===== config.mk =====
export PLATFORM = sky130hd
export DESIGN_NAME = multichannel_pcm_deframer
export DESIGN_NICKNAME = d
export VERILOG_FILES = /design/src/rtl/mcpd_pkg.sv /design/src/rtl/mcpd_div.sv /design/src/rtl/mcpd_dpath.sv /design/src/rtl/mcpd_ctrl.sv /design/src/rtl/multichannel_pcm_deframer.sv
export SDC_FILE = /design/constraint.sdc
export NUM_CORES = 1
export LEC_CHECK = 0
export BUFFER_PORTS_ARGS = -buffer_cell sky130_fd_sc_hd__clkbuf_2
export CAP_MARGIN = 30
export CORE_ASPECT_RATIO = 1.5
export CORE_MARGIN = 2
export CORE_UTILIZATION = 40
export DETAILED_ROUTE_END_ITERATION = 12
export GPL_TIMING_DRIVEN = 0
export PLACE_DENSITY_LB_ADDON = 0.25
export SLEW_MARGIN = 20
export SYNTH_ARGS = -nofsm -noshare
export SYNTH_HDL_FRONTEND = slang
export SYNTH_HIERARCHICAL = 1
export SYNTH_SLANG_ARGS = --single-unit

===== constraint.sdc =====
create_clock -name clock -period 12.25 [get_ports clock]
set_clock_uncertainty 0.05 [all_clocks]
set_input_delay 2.45 -clock clock [delete_from_list [all_inputs] [get_ports clock]]
set_output_delay 2.45 -clock clock [all_outputs]
set_load 0.01 [all_outputs]

===== src/rtl/mcpd_pkg.sv =====
// ----------------------------------------------------------------------------
// mcpd_pkg
// Shared types and constants of the multichannel PCM deframer: controller
// states and the command and status groups between controller and datapath.
// ----------------------------------------------------------------------------
package mcpd_pkg;

   localparam int unsigned HEADER_BYTES = 8;
   localparam int unsigned LEN_W        = 32;
   localparam int unsigned CHAN_W       = 5;
   localparam int unsigned BYTE_W       = 8;
   localparam int unsigned RSP_DATA_W   = 16;
   localparam logic [CHAN_W-1:0] LIMIT_RESET = 5'd20;

   typedef enum logic [2:0] {
      ST_HEADER,
      ST_CHECK,
      ST_DIVIDE,
      ST_ERROR,
      ST_PAYLOAD,
      ST_SKIP
   } state_type;

   // Controller to datapath.
   typedef struct packed {
      logic hdr_load;   // take a header beat
      logic run_load;   // arm frame counters from the header
      logic div_start;  // start the block length division
      logic blk_load;   // take the quotient as block length
      logic pay_step;   // take a payload beat and emit its result
      logic skip_step;  // take a skipped beat
      logic err_emit;   // emit the error result
   } cmd_type;

   // Datapath to controller.
   typedef struct packed {
      logic hdr_last;    // next header beat is the eighth
      logic count_bad;   // count zero or above a limit
      logic div_done;    // division finished this cycle
      logic rem_nonzero; // count does not divide length
      logic len_zero;    // payload length is zero
      logic last_byte;   // beat in progress is the last of the payload
      logic out_free;    // result register can take a result
   } status_type;

endpackage


===== src/rtl/mcpd_div.sv =====
// ----------------------------------------------------------------------------
// mcpd_div
// Restoring divider, one quotient bit per cycle, for the payload length
// divided by the channel count.
// ----------------------------------------------------------------------------
module mcpd_div #(
   parameter int unsigned DIV_W = 5
) (
   input  logic                      clock,
   input  logic                      reset,
   input  logic                      start,
   input  logic [mcpd_pkg::LEN_W-1:0] dividend,
   input  logic [DIV_W-1:0]          divisor,
   output logic                      done,
   output logic [mcpd_pkg::LEN_W-1:0] quotient,
   output logic                      rem_nonzero
);
   import mcpd_pkg::*;

   localparam int unsigned CNT_W = $clog2(LEN_W);

   logic [LEN_W-1:0] quo_ff, quo_in;
   logic [DIV_W-1:0] rem_ff, rem_in;
   logic [CNT_W-1:0] cnt_ff, cnt_in;
   logic             busy_ff, busy_in;
   logic             done_ff, done_in;
   logic [DIV_W:0]   trial;
   logic [DIV_W:0]   diff;
   logic             fits;

   always_comb begin
      trial   = {rem_ff, quo_ff[LEN_W-1]};
      diff    = trial - {1'b0, divisor};
      fits    = trial >= {1'b0, divisor};
      quo_in  = quo_ff;
      rem_in  = rem_ff;
      cnt_in  = cnt_ff;
      busy_in = busy_ff;
      done_in = 1'b0;
      if (start) begin
         quo_in  = dividend;
         rem_in  = '0;
         cnt_in  = CNT_W'(LEN_W - 1);
         busy_in = 1'b1;
      end else if (busy_ff) begin
         quo_in = {quo_ff[LEN_W-2:0], fits};
         rem_in = fits ? diff[DIV_W-1:0] : trial[DIV_W-1:0];
         cnt_in = cnt_ff - 1'b1;
         if (cnt_ff == '0) begin
            busy_in = 1'b0;
            done_in = 1'b1;
         end
      end
   end

   always_ff @(posedge clock) begin
      quo_ff <= quo_in;
      rem_ff <= rem_in;
      cnt_ff <= cnt_in;
      if (reset) begin
         busy_ff <= 1'b0;
         done_ff <= 1'b0;
      end else begin
         busy_ff <= busy_in;
         done_ff <= done_in;
      end
   end

   assign done        = done_ff;
   assign quotient    = quo_ff;
   assign rem_nonzero = rem_ff != '0;

endmodule


===== src/rtl/mcpd_dpath.sv =====
// ----------------------------------------------------------------------------
// mcpd_dpath
// Datapath: header assembly, limit checks, divider, frame counters, the
// channel limit register and the result register.
// ----------------------------------------------------------------------------
module mcpd_dpath #(
   parameter int unsigned CHANNEL_CAP = 31
) (
   input  logic                           clock,
   input  logic                           reset,
   input  mcpd_pkg::cmd_type              cmd,
   output mcpd_pkg::status_type           status,
   input  logic [mcpd_pkg::BYTE_W-1:0]    in_byte,
   input  logic                           csr_write,
   input  logic [mcpd_pkg::CHAN_W-1:0]    csr_value,
   input  logic                           rsp_tready,
   output logic                           rsp_tvalid,
   output logic [mcpd_pkg::RSP_DATA_W-1:0] rsp_tdata,
   output logic                           rsp_tlast,
   output logic                           rsp_tuser
);
   import mcpd_pkg::*;

   localparam int unsigned DIV_W = $clog2(CHANNEL_CAP + 1);
   localparam int unsigned HB_W  = $clog2(HEADER_BYTES);

   logic [CHAN_W-1:0] limit_ff;
   logic [HB_W-1:0]   hdr_cnt_ff;
   logic [LEN_W-1:0]  len_ff;
   logic [LEN_W-1:0]  count_ff;
   logic [LEN_W-1:0]  remain_ff;
   logic [LEN_W-1:0]  block_len_ff;
   logic [LEN_W-1:0]  block_left_ff;
   logic [CHAN_W-1:0] chan_ff;

   logic              out_valid_ff;
   logic [CHAN_W-1:0] out_chan_ff;
   logic [BYTE_W-1:0] out_byte_ff;
   logic              out_bend_ff;
   logic              out_fend_ff;
   logic              out_err_ff;

   logic              div_done;
   logic              div_rem_nz;
   logic [LEN_W-1:0]  div_quo;
   logic              bend;
   logic              fend;

   mcpd_div #(.DIV_W(DIV_W)) u_div (
      .clock       (clock),
      .reset       (reset),
      .start       (cmd.div_start),
      .dividend    (len_ff),
      .divisor     (count_ff[DIV_W-1:0]),
      .done        (div_done),
      .quotient    (div_quo),
      .rem_nonzero (div_rem_nz)
   );

   assign bend = block_left_ff == LEN_W'(1);
   assign fend = remain_ff <= LEN_W'(1);

   always_comb begin
      status.hdr_last    = hdr_cnt_ff == HB_W'(HEADER_BYTES - 1);
      status.count_bad   = (count_ff == '0)
                         || (count_ff > {{(LEN_W-CHAN_W){1'b0}}, limit_ff})
                         || (count_ff > LEN_W'(CHANNEL_CAP));
      status.div_done    = div_done;
      status.rem_nonzero = div_rem_nz;
      status.len_zero    = len_ff == '0;
      status.last_byte   = fend;
      status.out_free    = !out_valid_ff || rsp_tready;
   end

   always_ff @(posedge clock) begin
      if (reset) begin
         limit_ff <= LIMIT_RESET;
      end else if (csr_write) begin
         limit_ff <= csr_value;
      end
   end

   // Header words arrive least significant byte first, so shifting in from
   // the top leaves them in place after four beats.
   always_ff @(posedge clock) begin
      if (reset) begin
         hdr_cnt_ff <= '0;
      end else if (cmd.hdr_load) begin
         hdr_cnt_ff <= hdr_cnt_ff + 1'b1;
      end
      if (cmd.hdr_load) begin
         if (!hdr_cnt_ff[HB_W-1]) begin
            len_ff <= {in_byte, len_ff[LEN_W-1:BYTE_W]};
         end else begin
            count_ff <= {in_byte, count_ff[LEN_W-1:BYTE_W]};
         end
      end
   end

   always_ff @(posedge clock) begin
      if (cmd.run_load) begin
         remain_ff <= len_ff;
         chan_ff   <= '0;
      end else if (cmd.pay_step || cmd.skip_step) begin
         remain_ff <= remain_ff - 1'b1;
         if (cmd.pay_step && bend) begin
            chan_ff <= chan_ff + 1'b1;
         end
      end
      if (cmd.blk_load) begin
         block_len_ff  <= div_quo;
         block_left_ff <= div_quo;
      end else if (cmd.pay_step) begin
         block_left_ff <= bend ? block_len_ff : block_left_ff - 1'b1;
      end
   end

   always_ff @(posedge clock) begin
      if (reset) begin
         out_valid_ff <= 1'b0;
      end else if (cmd.pay_step || cmd.err_emit) begin
         out_valid_ff <= 1'b1;
      end else if (rsp_tready) begin
         out_valid_ff <= 1'b0;
      end
      if (cmd.pay_step) begin
         out_chan_ff <= chan_ff;
         out_byte_ff <= in_byte;
         out_bend_ff <= bend;
         out_fend_ff <= fend;
         out_err_ff  <= 1'b0;
      end else if (cmd.err_emit) begin
         out_chan_ff <= '0;
         out_byte_ff <= '0;
         out_bend_ff <= 1'b0;
         out_fend_ff <= 1'b0;
         out_err_ff  <= 1'b1;
      end
   end

   assign rsp_tvalid = out_valid_ff;
   assign rsp_tdata  = {{(RSP_DATA_W-CHAN_W-BYTE_W-1){1'b0}},
                        out_bend_ff, out_byte_ff, out_chan_ff};
   assign rsp_tlast  = out_fend_ff;
   assign rsp_tuser  = out_err_ff;

endmodule


===== src/rtl/mcpd_ctrl.sv =====
// ----------------------------------------------------------------------------
// mcpd_ctrl
// Controller: walks header, check, division, error, payload and skip
// phases and issues datapath commands.
// ----------------------------------------------------------------------------
module mcpd_ctrl (
   input  logic                 clock,
   input  logic                 reset,
   input  logic                 req_tvalid,
   output logic                 req_tready,
   input  mcpd_pkg::status_type status,
   output mcpd_pkg::cmd_type    cmd
);
   import mcpd_pkg::*;

   state_type state_ff, state_in;
   logic      take;

   always_ff @(posedge clock) begin
      if (reset) begin
         state_ff <= ST_HEADER;
      end else begin
         state_ff <= state_in;
      end
   end

   assign take = req_tvalid && req_tready;

   always_comb begin
      state_in   = state_ff;
      cmd        = '0;
      req_tready = 1'b0;
      case (state_ff)
         ST_HEADER: begin
            req_tready   = status.out_free;
            cmd.hdr_load = req_tvalid && req_tready;
            if (req_tvalid && req_tready && status.hdr_last) begin
               state_in = ST_CHECK;
            end
         end
         ST_CHECK: begin
            cmd.run_load = 1'b1;
            if (status.count_bad) begin
               state_in = ST_ERROR;
            end else begin
               cmd.div_start = 1'b1;
               state_in      = ST_DIVIDE;
            end
         end
         ST_DIVIDE: begin
            if (status.div_done) begin
               if (status.rem_nonzero) begin
                  state_in = ST_ERROR;
               end else begin
                  cmd.blk_load = 1'b1;
                  state_in     = status.len_zero ? ST_HEADER : ST_PAYLOAD;
               end
            end
         end
         ST_ERROR: begin
            if (status.out_free) begin
               cmd.err_emit = 1'b1;
               state_in     = status.len_zero ? ST_HEADER : ST_SKIP;
            end
         end
         ST_PAYLOAD: begin
            req_tready   = status.out_free;
            cmd.pay_step = req_tvalid && req_tready;
            if (req_tvalid && req_tready && status.last_byte) begin
               state_in = ST_HEADER;
            end
         end
         ST_SKIP: begin
            req_tready    = 1'b1;
            cmd.skip_step = req_tvalid && req_tready;
            if (req_tvalid && req_tready && status.last_byte) begin
               state_in = ST_HEADER;
            end
         end
         default: begin
            state_in = ST_HEADER;
         end
      endcase
   end

`ifndef SYNTHESIS
   a_no_take_while_busy: assert property (@(posedge clock) disable iff (reset)
      (state_ff == ST_CHECK || state_ff == ST_DIVIDE || state_ff == ST_ERROR)
         |-> !req_tready)
      else $error("input beat offered ready during header evaluation");

   a_div_done_in_divide: assert property (@(posedge clock) disable iff (reset)
      status.div_done |-> state_ff == ST_DIVIDE)
      else $error("divider finished outside the divide phase");

   a_header_to_check: assert property (@(posedge clock) disable iff (reset)
      (state_ff == ST_HEADER && take && status.hdr_last) |=> state_ff == ST_CHECK)
      else $error("eighth header beat did not lead to the check phase");

   a_result_needs_slot: assert property (@(posedge clock) disable iff (reset)
      (cmd.pay_step || cmd.err_emit) |-> status.out_free)
      else $error("result issued while the result register was full");
`endif

endmodule


===== src/rtl/multichannel_pcm_deframer.sv =====
// ----------------------------------------------------------------------------
// multichannel_pcm_deframer
// Deframes length-prefixed multichannel PCM frames into tagged payload beats.
// ----------------------------------------------------------------------------
// Header and payload beats are taken one per cycle while the result register
// can take a result; skipped payload of a rejected frame is taken one per cycle.
// After the eighth header beat the block stops taking beats for the limit
// checks, then the one-bit-per-cycle divider that derives the block length
// from the payload length and channel count, which is loaded as it finishes
// (a header that fails the limit checks goes straight to its error result).
// The result register takes a new payload beat in the same cycle that the
// previous result leaves, so a result held by the sink stalls the input.
module multichannel_pcm_deframer #(
   parameter int unsigned CHANNEL_CAP = 31
) (
   input  logic        clock,
   input  logic        reset,
   input  logic        req_tvalid,
   output logic        req_tready,
   input  logic [7:0]  req_tdata,   // [7:0] data_byte
   output logic        rsp_tvalid,
   input  logic        rsp_tready,
   output logic [15:0] rsp_tdata,   // [4:0] channel_index, [12:5] sample_byte,
                                    // [13] block_end, [15:14] zero
   output logic        rsp_tlast,   // frame_end
   output logic        rsp_tuser,   // [0] frame_error
   input  logic        csr_valid,
   output logic        csr_ready,
   input  logic [4:0]  csr_data     // channel_limit
);
   import mcpd_pkg::*;

   cmd_type    cmd;
   status_type status;

   assign csr_ready = 1'b1;

   mcpd_ctrl u_ctrl (
      .clock      (clock),
      .reset      (reset),
      .req_tvalid (req_tvalid),
      .req_tready (req_tready),
      .status     (status),
      .cmd        (cmd)
   );

   mcpd_dpath #(.CHANNEL_CAP(CHANNEL_CAP)) u_dpath (
      .clock      (clock),
      .reset      (reset),
      .cmd        (cmd),
      .status     (status),
      .in_byte    (req_tdata),
      .csr_write  (csr_valid),
      .csr_value  (csr_data),
      .rsp_tready (rsp_tready),
      .rsp_tvalid (rsp_tvalid),
      .rsp_tdata  (rsp_tdata),
      .rsp_tlast  (rsp_tlast),
      .rsp_tuser  (rsp_tuser)
   );

endmodule


==> results <==
- For this run, the number of Yosys warnings is 6.
- For this run, the top clock speed supported by timing is between 0.15 and 0.2 GHz.
- The post-synthesis sequential area ratio is 0.621.
- The post-detailed-route count of antenna-violating nets is 0.
- The run finished with clean final reports.
- The synthesized design spends more area on one cell type than any other, namely sky130_fd_sc_hd__edfxtp_1.
- The startpoint identified for the worst hold timing path is u_dpath/count_ff[31].
- The area of the die is approximately 29000 µm².
- Buffers inserted during clock tree synthesis total 21.
- STA classifies the critical path startpoint as a primary input.
- The starting density of the core is 0.405.
- The clock tree buffer depth is 3.
- The final-layout fill cell count is 2434.
- The largest fanout on the critical path is 7.
- The total length of routed wires is 22800 µm.
- The final number of max-transition violations is 0.
- The via count of the first global-routing pass is roughly 7000.
- The post-CTS setup-driven buffer insertion count is 0.
- The remaining global-route overflow is 0.
- The number of flops mapped to enable cells by yosys is between 200 and 250.
- The violation count after the first detailed-routing iteration is 382.
- After technology mapping, the gate count stands at 880.
- The post-synthesis sequential element count is 237.
- The number of placement rows is between 70 and 80.
- The first global-routing pass estimated 36300 µm of wire.
- For this design, the CTS-stage hold fixing added 0 buffers.
- The half-perimeter wire length after placement is 16600 µm.
- In this run the count of I/O pins placed on the die edge is 39.
- Setup repair after global routing left no endpoint under its margin.
- The most critical setup path has its startpoint at rsp_tready.
- For this design, the sink count on the clock tree is 237.
- The cell area power density is 137 nW/µm².
- The tree is rooted in a sky130_fd_sc_hd__clkbuf_16.
- By startpoint and endpoint, the worst setup path is classified as in -> out.
- The area overhead of the layout relative to synthesis is 12.3%.
- The post-layout net count is 980.
- In this run the tightest slew margin relative to its limit is 0.468.
- The peak supply drop is 127 µV.
- Across every metal layer, demand over resource in global routing totals 0.157.
- The max-cap check violation count is 0.
- In the final routed layout, each cell accounts on average for 17.5 µm.
- The number of inserted diodes is 0.
- The worst min-delay path class is reg -> reg.
- The most frequent cell after synthesis is sky130_fd_sc_hd__edfxtp_1.
- The total DRC errors in the routed layout is 0.
- The first detailed-routing pass ran for 5 iterations.
- Data arrives at the worst endpoint at 3210 ps.
- Adding up every negative setup slack in the final design gives 0 ps.
- The clock tree from TritonCTS is done.
- The post-cts resize count is 0.
- The die extent in x is about 140 µm.
- The final critical-path required period is 5710 ps.
- The critical path data required time is 9750 ps.
- The worst setup margin is about 6500 ps.
- The number of H-tree branching levels is 1.
- The last weighted congestion value of the routability-driven placer is ~0.8.
- The maximum number of pins on one net before global-route repair is 33.
- After synthesis, the mean cell area works out to 12.5 µm².
- During placement, the flow inserted port buffers numbering 34.
- The core region is around 27000 µm².
- The share of the clock period used by the worst path is 0.466.
- In this run the vertical extent of the chip is approximately 210 µm.
- The final setup violation count is 0.
- The initial antenna violation count is 0.
- The hold slack is 397 ps.
- In the final layout, the share of cells above drive strength 1 is 0.158.
- The slew at the pin with the worst max-slew slack is 795 ps.
- The number of vias per cell after detailed routing is 5.29.
- Yosys attributes the largest share of cell area to sky130_fd_sc_hd__edfxtp_1 57%, sky130_fd_sc_hd__dfxtp_1 5.5%, sky130_fd_sc_hd__mux2_2 3.5%.
- Timing analysis after detailed placement gives a worst setup slack of 6540 ps.
- In this run, distinct cell masters in the synthesized netlist total 69.
- After synthesis the cells add up to between 10000 and 15000 µm².
- The commonest cells after synthesis are 207 x sky130_fd_sc_hd__edfxtp_1, 91 x sky130_fd_sc_hd__nand2_1, 55 x sky130_fd_sc_hd__o21ai_0.
- For this run, the leading register cell type out of synthesis is sky130_fd_sc_hd__edfxtp_1.
- In this run the critical register-to-register path is launched from u_dpath/u_div/rem_ff[0].
- The leakage power summed over all cells is about 0.0042 µW.
- The overall via count from detail_route is 6875.
- The CTS clock-pin slew for the worst setup and hold paths is around 60 ps.
- Clock latency on the worst-skew pair, taken at its later pin, is 510 ps.
- The final core area utilization is 0.454.
- The share of flip-flops with an asynchronous set or reset after synthesis is 0.
- Of the post-synthesis cell area, the dominant cell type holds 0.566.
- The worst setup path is captured at an output port.
- The number of hold violations in the final report is 0.
-- final cells by class --
cell class                      count  area [µm²]  share of cell area
Sequential cell                   237        6820               0.553
Multi-Input combinational cell    569        3840               0.312
Clock buffer                       28         602              0.0488
Tap cell                          342         428              0.0347
Timing Repair Buffer               39         218              0.0177
Buffer                             41         206              0.0167
Inverter                           34         128              0.0104
Clock inverter                      9        83.8             0.00680
-- final timing paths --
check        depth (start not counted)  slack, ps                  endpoint
max reg2reg                         11       8340  u_dpath/block_left_ff[0]
min reg2reg                          0        400      u_dpath/count_ff[23]
max                                  5       6540                req_tready
min                                  0        400      u_dpath/count_ff[23]
-- state kept, by name, summed over array words and instances, names as in the netlist, 5 cells and up --
| register | count |
|---|---|
| u_dpath/u_div/rem_ff | 5 |
| u_dpath/limit_ff | 5 |
| u_dpath/u_div/cnt_ff | 5 |
| u_dpath/block_len_ff | 32 |
| u_dpath/u_div/quotient | 32 |
| u_dpath/out_byte_ff | 8 |
| u_dpath/out_chan_ff | 5 |
| u_dpath/block_left_ff | 32 |
| u_dpath/chan_ff | 5 |
| u_dpath/remain_ff | 32 |
| u_dpath/count_ff | 32 |
| u_dpath/len_ff | 32 |
-- stage by stage --
| step | cell area (µm²) | total power [µW] | instances |
|---|---|---|---|
| 4_1_cts | 12300 | 1710 | 1299 |
| 5_1_grt | 12300 | 1750 | 1299 |
| 2_1_floorplan | 11000 | 1000 | 881 |
| 6_report | 12300 | 1690 | 1299 |
| 3_3_place_gp | 11600 | 1040 | 1257 |
| 3_5_place_dp | 11600 | 1040 | 1262 |
-- logic make-up (layout without fill, tap and decap cells) --
| family | after synthesis | in the layout | synth area share |
|---|---|---|---|
| compound gates | 118 | 118 | 0.0694 |
| xor+xnor | 60 | 60 | 0.0479 |
| fa+ha+maj | 19 | 19 | 0.0223 |
| buf+inv | 75 | 151 | 0.0304 |
| flops | 237 | 237 | 0.621 |
| mux | 52 | 52 | 0.0513 |
| other cells | 2 | 3 | 0.000684 |
| simple gates | 317 | 317 | 0.157 |
-- critical path: stages --
cell and delay [ps]:
sky130_fd_sc_hd__clkbuf_2 80, sky130_fd_sc_hd__nand2b_1 260, sky130_fd_sc_hd__nand2b_1 90, sky130_fd_sc_hd__a21oi_1 170, sky130_fd_sc_hd__clkbuf_2 160
-- power breakdown --
group | internal (µW) | switching, µW
clock network | 369 | 291
registers | 912 | 32.0
logic | 32.9 | 49.7
total | 1310 | 372
-- cell usage in the layout, fill, tap and decap left out, types with 5 or more instances in the layout --
| master | n |
|---|---|
| sky130_fd_sc_hd__edfxtp_1 | 207 |
| sky130_fd_sc_hd__nand2_1 | 91 |
| sky130_fd_sc_hd__o21ai_0 | 55 |
| sky130_fd_sc_hd__nor2_1 | 52 |
| sky130_fd_sc_hd__nor3_1 | 36 |
| sky130_fd_sc_hd__clkbuf_2 | 34 |
| sky130_fd_sc_hd__mux2_2 | 34 |
| sky130_fd_sc_hd__inv_1 | 33 |
| sky130_fd_sc_hd__xnor2_1 | 32 |
| sky130_fd_sc_hd__dfxtp_1 | 30 |
| sky130_fd_sc_hd__xor2_1 | 28 |
| sky130_fd_sc_hd__nor4_1 | 27 |
| sky130_fd_sc_hd__clkbuf_1 | 26 |
| sky130_fd_sc_hd__clkbuf_16 | 21 |
| sky130_fd_sc_hd__mux2i_1 | 18 |
| sky130_fd_sc_hd__ha_1 | 18 |
| sky130_fd_sc_hd__and2_1 | 16 |
| sky130_fd_sc_hd__or3_1 | 15 |
| sky130_fd_sc_hd__buf_4 | 13 |
| sky130_fd_sc_hd__a21oi_1 | 13 |
| sky130_fd_sc_hd__nand2b_1 | 11 |
| sky130_fd_sc_hd__nand3_1 | 11 |
| sky130_fd_sc_hd__a221oi_1 | 10 |
| sky130_fd_sc_hd__nand4_1 | 8 |
| sky130_fd_sc_hd__nand3b_1 | 7 |
| sky130_fd_sc_hd__buf_2 | 7 |
| sky130_fd_sc_hd__clkbuf_8 | 5 |
| sky130_fd_sc_hd__nor2b_1 | 5 |
| sky130_fd_sc_hd__o211ai_1 | 5 |
-- layer usage --
metal | part of all wire | global-route usage
met5 | 0 | 0
met4 | 0.031 | 0.0657
met1 | 0.42 | 0.185
met3 | 0.033 | 0.0173
met2 | 0.52 | 0.292
Note: power is estimated with default switching activity, not from simulation.
